<file path="src/hdl/vps_pkg.sv">
// vps_pkg: shared types, codes and constants for the vibration pattern sequencer
// used by vps_div100 and vibration_pattern_sequencer; no dependencies
package vps_pkg;

  localparam int STEP_SLOTS = 16;
  localparam int SLOT_AW    = (STEP_SLOTS > 1) ? $clog2(STEP_SLOTS) : 1;
  localparam int CNT_W      = $clog2(STEP_SLOTS + 1);

  localparam int DUR_W      = 16;
  localparam int NUM_W      = 8;
  localparam int PROD_W     = DUR_W + NUM_W;
  localparam int POS_W      = 5;

  // floor(p / 100) as (p * DIV_K) >> DIV_S, exact for every PROD_W-bit product
  localparam int DIV_S      = 31;
  localparam int DIV_K_W    = 25;
  localparam logic [DIV_K_W-1:0] DIV_K = 25'd21474837;
  localparam int QUO_W      = PROD_W + DIV_K_W - DIV_S;

  localparam logic [NUM_W-1:0] NUM_UNITY      = 8'd100;
  localparam logic [NUM_W-1:0] NUM_WEAK_ON    = 8'd80;
  localparam logic [NUM_W-1:0] NUM_WEAK_GAP   = 8'd150;
  localparam logic [NUM_W-1:0] NUM_STRONG_ON  = 8'd145;
  localparam logic [NUM_W-1:0] NUM_STRONG_GAP = 8'd50;

  localparam int MODE_W = 3;
  localparam logic [MODE_W-1:0] MODE_TICK   = 3'd0;
  localparam logic [MODE_W-1:0] MODE_LOAD   = 3'd1;
  localparam logic [MODE_W-1:0] MODE_PLAY   = 3'd2;
  localparam logic [MODE_W-1:0] MODE_HOLD   = 3'd3;
  localparam logic [MODE_W-1:0] MODE_STOP   = 3'd4;
  localparam logic [MODE_W-1:0] MODE_ENABLE = 3'd5;

  localparam int STR_W = 2;
  localparam logic [STR_W-1:0] STR_WEAK   = 2'd0;
  localparam logic [STR_W-1:0] STR_NORMAL = 2'd1;

  localparam int CFG_IDX_W  = 2;
  localparam int CFG_DATA_W = 2;
  localparam logic [CFG_IDX_W-1:0] CFG_STRENGTH   = 2'd0;
  localparam logic [CFG_IDX_W-1:0] CFG_ACTIVE_LOW = 2'd1;

  typedef struct packed {
    logic [MODE_W-1:0] mode;
    logic [DUR_W-1:0]  duration;
    logic              scale_it;
    logic              force_req;
    logic              enable_flag;
  } in_item_t;

  typedef struct packed {
    logic             pin_level;
    logic             busy_res;
    logic [POS_W-1:0] step_position;
  } out_item_t;

endpackage

</file>
<file path="src/hdl/vibration_pattern_sequencer.sv">
// vibration_pattern_sequencer: top level of the on/off pattern player
// depends on vps_pkg and vps_div100
//
// usage
//   in_valid/in_stall/in_data carry one command transaction: tick, load step,
//   play, hold, stop or set enable. every transaction yields exactly one result
//   transaction on out_valid/out_stall/out_data with the pin level, busy flag
//   and step position after that command.
//   cfg_valid/cfg_ready/cfg_index/cfg_data write strength (index 0) and
//   active_low (index 1); cfg_ready is always high. write only while idle.
// throughput and pipeline
//   one transaction per cycle sustained while out_stall stays low. the step store
//   read and the duration multiply are registered when a transaction is accepted;
//   the state update and the divide by 100 are combinational from those registers
//   and the result register loads when the work stage fires.
//   the step store is a 16-entry synchronous ram with one write and one read
//   port; a read colliding with a same-cycle load is forwarded.
// reset
//   rst_n is synchronous; strength returns to normal, polarity to active high,
//   the motor is off and nothing is loaded. store contents are kept.
// back-pressure
//   the result register holds while it is valid and out_stall is high; in_stall rises only
//   when both the result register and the work stage are full.
module vibration_pattern_sequencer
  import vps_pkg::*;
(
  input  logic                  clk,
  input  logic                  rst_n,
  input  logic                  in_valid,
  output logic                  in_stall,
  input  in_item_t              in_data,
  output logic                  out_valid,
  input  logic                  out_stall,
  output out_item_t             out_data,
  input  logic                  cfg_valid,
  output logic                  cfg_ready,
  input  logic [CFG_IDX_W-1:0]  cfg_index,
  input  logic [CFG_DATA_W-1:0] cfg_data
);

  // config
  logic [STR_W-1:0] strength_r;
  logic             active_low_r;

  // pipeline control
  logic      item_v_r, out_v_r;
  in_item_t  item_r;
  out_item_t out_data_r;
  logic      adv, fire, in_acc;

  // state
  logic [CNT_W-1:0] load_count_r, load_count_nxt;
  logic [CNT_W-1:0] pattern_length_r, pattern_length_nxt;
  logic [CNT_W-1:0] step_index_r, step_index_nxt;
  logic [DUR_W-1:0] remaining_ms_r, remaining_ms_nxt;
  logic             pattern_running_r, pattern_running_nxt;
  logic             hold_running_r, hold_running_nxt;
  logic             enabled_r, enabled_nxt;
  logic             forced_r, forced_nxt;
  logic             motor_on_r, motor_on_nxt;
  logic             end_out;

  // step store
  logic [DUR_W-1:0]   mem [STEP_SLOTS];
  logic [DUR_W-1:0]   mem_q_r;
  logic [DUR_W-1:0]   fwd_data_r;
  logic               fwd_v_r;
  logic [DUR_W-1:0]   rd_data;
  logic [SLOT_AW-1:0] raddr, waddr;
  logic [CNT_W-1:0]   next_slot;
  logic               we;

  // scaling
  logic [NUM_W-1:0]  num;
  logic              is_on;
  logic [PROD_W-1:0] prod_r;
  logic [DUR_W-1:0]  quo;
  logic [DUR_W-1:0]  scaled;

  assign cfg_ready = 1'b1;

  always_ff @(posedge clk) begin
    if (!rst_n) begin
      strength_r   <= STR_NORMAL;
      active_low_r <= 1'b0;
    end else if (cfg_valid && cfg_ready) begin
      unique case (cfg_index)
        CFG_STRENGTH:   strength_r   <= cfg_data[STR_W-1:0];
        CFG_ACTIVE_LOW: active_low_r <= cfg_data[0];
        default: ;
      endcase
    end
  end

  // handshake
  assign adv      = !out_v_r || !out_stall;
  assign fire     = item_v_r && adv;
  assign in_stall = item_v_r && !adv;
  assign in_acc   = in_valid && !in_stall;

  always_ff @(posedge clk) begin
    if (!rst_n) begin
      item_v_r <= 1'b0;
      out_v_r  <= 1'b0;
    end else begin
      if (in_acc) begin
        item_v_r <= 1'b1;
      end else if (fire) begin
        item_v_r <= 1'b0;
      end
      if (fire) begin
        out_v_r <= 1'b1;
      end else if (!out_stall) begin
        out_v_r <= 1'b0;
      end
    end
  end

  // first stage: store read and duration multiply
  assign is_on = (in_data.mode == MODE_HOLD) || !load_count_nxt[0];

  always_comb begin
    priority if (strength_r == STR_NORMAL) begin
      num = NUM_UNITY;
    end else if (strength_r == STR_WEAK) begin
      num = is_on ? NUM_WEAK_ON : NUM_WEAK_GAP;
    end else begin
      num = is_on ? NUM_STRONG_ON : NUM_STRONG_GAP;
    end
  end

  assign next_slot = step_index_nxt + 1'b1;
  assign raddr     = (in_data.mode == MODE_PLAY) ? '0 : next_slot[SLOT_AW-1:0];

  always_ff @(posedge clk) begin
    if (in_acc) begin
      item_r     <= in_data;
      prod_r     <= PROD_W'(in_data.duration) * PROD_W'(num);
      mem_q_r    <= mem[raddr];
      fwd_data_r <= scaled;
    end
    if (we) begin
      mem[waddr] <= scaled;
    end
  end

  always_ff @(posedge clk) begin
    if (!rst_n) begin
      fwd_v_r <= 1'b0;
    end else if (in_acc) begin
      fwd_v_r <= we && (waddr == raddr);
    end
  end

  // second stage: state update
  vps_div100 u_div (
    .prod (prod_r),
    .quo  (quo)
  );

  assign scaled  = item_r.scale_it ? quo : item_r.duration;
  assign rd_data = fwd_v_r ? fwd_data_r : mem_q_r;
  assign waddr   = load_count_r[SLOT_AW-1:0];
  assign we      = fire && (item_r.mode == MODE_LOAD) &&
                   (load_count_r < CNT_W'(STEP_SLOTS));

  always_comb begin
    load_count_nxt      = load_count_r;
    pattern_length_nxt  = pattern_length_r;
    step_index_nxt      = step_index_r;
    remaining_ms_nxt    = remaining_ms_r;
    pattern_running_nxt = pattern_running_r;
    hold_running_nxt    = hold_running_r;
    enabled_nxt         = enabled_r;
    forced_nxt          = forced_r;
    motor_on_nxt        = motor_on_r;
    end_out             = 1'b0;
    if (fire) begin
      unique case (item_r.mode)
        MODE_TICK: begin
          if (hold_running_r) begin
            if (remaining_ms_r <= DUR_W'(1)) begin
              end_out = 1'b1;
            end else begin
              remaining_ms_nxt = remaining_ms_r - 1'b1;
            end
          end else if (pattern_running_r) begin
            if (remaining_ms_r <= DUR_W'(1)) begin
              step_index_nxt = step_index_r + 1'b1;
              if (step_index_nxt >= pattern_length_r) begin
                end_out = 1'b1;
              end else begin
                motor_on_nxt     = !step_index_nxt[0];
                remaining_ms_nxt = rd_data;
              end
            end else begin
              remaining_ms_nxt = remaining_ms_r - 1'b1;
            end
          end
        end
        MODE_LOAD: begin
          if (load_count_r < CNT_W'(STEP_SLOTS)) begin
            load_count_nxt = load_count_r + 1'b1;
          end
        end
        MODE_PLAY: begin
          if (enabled_r && (load_count_r != '0)) begin
            hold_running_nxt    = 1'b0;
            forced_nxt          = item_r.force_req;
            pattern_length_nxt  = load_count_r;
            load_count_nxt      = '0;
            step_index_nxt      = '0;
            pattern_running_nxt = 1'b1;
            motor_on_nxt        = 1'b1;
            remaining_ms_nxt    = rd_data;
          end
        end
        MODE_HOLD: begin
          pattern_running_nxt = 1'b0;
          pattern_length_nxt  = '0;
          step_index_nxt      = '0;
          forced_nxt          = item_r.force_req;
          motor_on_nxt        = 1'b1;
          hold_running_nxt    = 1'b1;
          remaining_ms_nxt    = scaled;
        end
        MODE_STOP: begin
          if (!forced_r || item_r.force_req) begin
            end_out = 1'b1;
          end
        end
        MODE_ENABLE: begin
          enabled_nxt = item_r.enable_flag;
          if (!item_r.enable_flag && !forced_r) begin
            end_out = 1'b1;
          end
        end
        default: ;
      endcase
      if (end_out) begin
        motor_on_nxt        = 1'b0;
        pattern_running_nxt = 1'b0;
        hold_running_nxt    = 1'b0;
        step_index_nxt      = '0;
        pattern_length_nxt  = '0;
        remaining_ms_nxt    = '0;
        forced_nxt          = 1'b0;
      end
    end
  end

  always_ff @(posedge clk) begin
    if (!rst_n) begin
      load_count_r      <= '0;
      pattern_length_r  <= '0;
      step_index_r      <= '0;
      remaining_ms_r    <= '0;
      pattern_running_r <= 1'b0;
      hold_running_r    <= 1'b0;
      enabled_r         <= 1'b1;
      forced_r          <= 1'b0;
      motor_on_r        <= 1'b0;
    end else begin
      load_count_r      <= load_count_nxt;
      pattern_length_r  <= pattern_length_nxt;
      step_index_r      <= step_index_nxt;
      remaining_ms_r    <= remaining_ms_nxt;
      pattern_running_r <= pattern_running_nxt;
      hold_running_r    <= hold_running_nxt;
      enabled_r         <= enabled_nxt;
      forced_r          <= forced_nxt;
      motor_on_r        <= motor_on_nxt;
    end
  end

  // result register
  always_ff @(posedge clk) begin
    if (fire) begin
      out_data_r.pin_level     <= motor_on_nxt ^ active_low_r;
      out_data_r.busy_res      <= pattern_running_nxt || hold_running_nxt;
      out_data_r.step_position <= pattern_running_nxt ? POS_W'(step_index_nxt) : '0;
    end
  end

  assign out_valid = out_v_r;
  assign out_data  = out_data_r;

  // checks
  a_one_activity: assert property (@(posedge clk) disable iff (!rst_n)
    !(pattern_running_r && hold_running_r))
    else $error("pattern and hold running together");

  a_index_in_range: assert property (@(posedge clk) disable iff (!rst_n)
    pattern_running_r |-> (step_index_r < pattern_length_r))
    else $error("step index past pattern length");

  a_forced_needs_output: assert property (@(posedge clk) disable iff (!rst_n)
    forced_r |-> (pattern_running_r || hold_running_r))
    else $error("forced flag set while idle");

  a_stall_only_full: assert property (@(posedge clk) disable iff (!rst_n)
    in_stall |-> (item_v_r && out_v_r && out_stall))
    else $error("input stalled with room in the pipeline");

endmodule

</file>
<file path="src/hdl/vps_div100.sv">
// vps_div100: divides a scaled duration product by 100 and saturates to 16 bits
// reciprocal multiply with constants from vps_pkg
module vps_div100
  import vps_pkg::*;
(
  input  logic [PROD_W-1:0] prod,
  output logic [DUR_W-1:0]  quo
);

  logic [PROD_W+DIV_K_W-1:0] full;
  logic [QUO_W-1:0]          q;

  assign full = (PROD_W+DIV_K_W)'(prod) * (PROD_W+DIV_K_W)'(DIV_K);
  assign q    = full[PROD_W+DIV_K_W-1:DIV_S];
  assign quo  = (q > QUO_W'({DUR_W{1'b1}})) ? {DUR_W{1'b1}} : q[DUR_W-1:0];

endmodule

</file>
<file path="config.mk">
export PLATFORM = sky130hd
export DESIGN_NAME = vibration_pattern_sequencer
export DESIGN_NICKNAME = d
export VERILOG_FILES = /design/src/hdl/vps_pkg.sv /design/src/hdl/vibration_pattern_sequencer.sv /design/src/hdl/vps_div100.sv
export SDC_FILE = /design/constraint.sdc
export NUM_CORES = 1
export LEC_CHECK = 0
export BUFFER_PORTS_ARGS = -buffer_cell sky130_fd_sc_hd__buf_2
export CORE_MARGIN = 1.5
export CORE_UTILIZATION = 45
export CTS_BUF_LIST = sky130_fd_sc_hd__clkbuf_8
export DETAILED_ROUTE_END_ITERATION = 10
export MAX_ROUTING_LAYER = met4
export PLACE_DENSITY_LB_ADDON = 0.1
export SYNTH_ARGS = -nofsm -noshare
export SYNTH_HDL_FRONTEND = slang
export SYNTH_SLANG_ARGS = --single-unit
export TNS_END_PERCENT = 1
</file>
<file path="constraint.sdc">
create_clock -name clk -period 7.6 [get_ports clk]
set_input_delay 1.14 -clock clk [delete_from_list [all_inputs] [get_ports clk]]
set_output_delay 1.14 -clock clk [all_outputs]
set_load 0.02 [all_outputs]
</file>
==> flow_summary.toml <==
[placement]
hpwl_mm = 58.92
portBuffers = 39
gp_congestion = 0.9346
postPlaceCellArea_mm2 = 0.03190

[sta]
post-route-min-period_ns = 7.406
maxSlewHeadroom_pct = 31.57
fmax_ghz = 0.1350
rsz0062_at_grt = "true"
setup_viol = 0
worst_pin_slew_ns = 1.024
maxSlewViolCount = 0
period_share_pct = 97.44
finClkSkew_ns = 0.05219
hold_viol_final = 0

[floorplanning]
dieHeight_um = 260.8
num_io_pins = 41
die_w_um = 260.8
num_rows = 94
die-area_mm2 = 0.06799
coreArea_mm2 = 0.06575
start_util_pct = 45.47

[clock_network]
htreeDepth = 3
clk_pin_slew_ns = 0.06
cts_root_buf = "clkbuf_8"
cts_tree = "done"
clk_path_buf_depth = 3
cts_sinks = 383
cts_buffers = 67
clk_latency_ns = 0.65

[synthesis]
syn-cell-area_mm2 = 0.02990
ys_seq_elements = 383
synth_area_leaders = "edfxtp_1 (34%), fa_1 (18%), ha_1 (14%), mux2i_1 (8.7%), inv_1 (5.5%)"
synth_edf_count = 341
synth_compound_area_share_pct = 6.190
synthXorXnorAreaFrac_pct = 1.523
synthDistinctLibCells = 82
synth_top_cell_by_area = "edfxtp_1"
yosysTopAreaCellShare_pct = 34.25
avgSynthCellArea_um2 = 11.65
synth_fa_ha_area_share_pct = 31.61
synth_seq_area_share_pct = 37.06
yosys_warnings = 0
ys.flop_type = "edfxtp_1"
syn_inst = 2566
yosys.area_share.simple_pct = 7.985
syn_nets = 3191
async_flop_share_pct = 0
synth_top_family_by_area = "adder cells"
synth_mux_area_share_pct = 8.973

[setup_path]
cp.required_ns = 7.97
critical_path.startpoint = "prod_r[5]"
reg2reg_from = "prod_r[5]"
start_kind = "flop"
worstPathArrival_ns = 7.78
critPathKind = "flop to flop"
critPathCaptureType = "flop"
path_max_fanout = 7

[final_layout]
finalNetCount = 3378
syn_to_final_growth_pct = 12.72
final_area_mm2 = 0.03370
final_cell_mix = "inv_1 (444), edfxtp_1 (341), ha_1 (323)"
final_common_cell = "inv_1"
drive_gt1_share_pct = 12.66

[job]
maxCapViolCount = 0

[global_route]
antenna_found_initial = 1
grt_overflow = 0
first_global_vias = 20723
grtUsageTotal_pct = 24.93
grt_max_degree = 47
grt_pass1_wl_mm = 122.8

[hold_path]
hold_start = "pattern_length_r[2]"
min-delay-path-class = "flop to flop"

[route]
vias = 19665
firstDrtPassIters = 6
drtIter0Drc = 1086
drt_wl_total_mm = 79.79
avgRoutedWirePerCell_um = 21.75
ant_nets = 0
vias_per_cell = 5.360
drc = 0

[outcome]
status = "completed"
final cells by class:
class	count	area, um2
tap	864	1081
clock inverter	47	319.1
clock buffer	73	1005
fill	5819	32050
timing repair buffer	180	1343
antenna	1	2.502
multi-input combinational	1679	17210
sequential	383	11080
inverter	442	1659
metrics by stage:
| stage | cells | utilization [%] | setup TNS [ns] | setup slack, ns | hold WS (ns) |
|---|---|---|---|---|---|
| floorplan | 2566 | - | 0 | 0.01176 | 0.4250 |
| global placement | 3526 | 48.53 | -18.15 | -0.1254 | 0.4435 |
| detailed placement | 3526 | 48.53 | -41.09 | -0.2586 | 0.4486 |
| CTS | 3646 | 50.65 | -7.947 | -0.06852 | 0.4573 |
| global route | 3669 | 51.26 | -8.519 | -0.07192 | 0.4821 |
| finish | 3669 | 51.26 | 0 | 0.1944 | 0.4578 |
critical path, cell delays in order (launching register included):
cell	delay, ns
edfxtp_1	0.42
fa_1	0.55
fa_1	0.57
inv_2	0.04
fa_1	0.51
inv_1	0.05
fa_1	0.46
fa_1	0.48
fa_1	0.51
inv_2	0.04
fa_1	0.51
inv_2	0.04
ha_4	0.21
buf_6	0.11
a211o_1	0.29
a21oi_2	0.12
o21ai_2	0.08
a2111oi_4	0.40
a211oi_4	0.15
o2111a_2	0.30
a21boi_4	0.16
o211ai_2	0.11
buf_6	0.15
nor4_4	0.33
buf_6	0.23
a21oi_4	0.10
buf_6	0.18
registers in the layout, indices dropped and copies added, names as in the netlist, 2 cells and up:
register and cells:
fwd_data_r 16, step_index_r 5, prod_r 24, mem_q_r 16, item_r 22, pattern_length_r 5
strength_r 2, load_count_r 5, out_data 7, mem 256, remaining_ms_r 16
routing by layer:
layer  track usage, %  wire length [um]  vias to the layer above
met5                -                 0                        -
li1                 -                 -                     9162
met1            34.56             37950                     9935
met4            6.936              1722                        0
met2            38.42             36440                      470
met3            3.322              3676                       98
cells in the mapped netlist (4+ instances only):
library cell / n
dfxtp_1: 42
a21o_1: 14
o21ai_1: 5
nor2_1: 103
xnor2_1: 42
clkbuf_1: 40
nand3_1: 29
fa_1: 269
a32oi_1: 4
mux2_2: 8
nand2b_1: 28
o31ai_1: 4
o311ai_0: 4
nand2_1: 150
nand4_1: 4
or3_1: 8
o21a_1: 8
mux2i_1: 259
nor4_1: 7
ha_1: 325
a21boi_0: 4
edfxtp_1: 341
o2111ai_1: 4
o21bai_1: 14
a21oi_1: 75
a31oi_1: 7
inv_1: 440
o22a_1: 4
xor2_1: 10
buf_2: 8
nor2b_1: 33
a211oi_1: 22
or2_2: 7
nor3_1: 36
nor4b_1: 4
buf_4: 11
a211o_1: 6
and2_1: 34
buf_6: 4
and3_1: 18
o21ai_0: 59
o211ai_1: 12
logic make-up (layout without fill, tap and decap cells):
group                      Yosys count  in the layout
adders and majority gates          594            594
buffers and inverters              507            742
and+or+nand+nor                    483            483
DFF                                383            383
AOI/OAI and AO/OA                  279            282
muxes                              267            267
xor gates and xnor gates            52             52
other                                1              2
path summary, 6_finish.rpt:
check / endpoint / slack (ns) / cells past startpoint
max: mem[13][5] / 0.19 / 26
min: pattern_length_r[2] / 0.46 / 2
max reg2reg: mem[13][5] / 0.19 / 26
min reg2reg: pattern_length_r[2] / 0.46 / 2
what timing repair did:
item,in CTS,in global routing
cloned,0,15
setup buffers,0,7
endpoints found under the setup margin,272,288
hold buffers,0,0
gates resized for setup,14,69
hold endpoints to repair,0,0
pin swaps,3,28
Power is left out: the tool's default activity adds up to more than one toggle a clock period on the data nets, which glitch-free logic cannot reach.
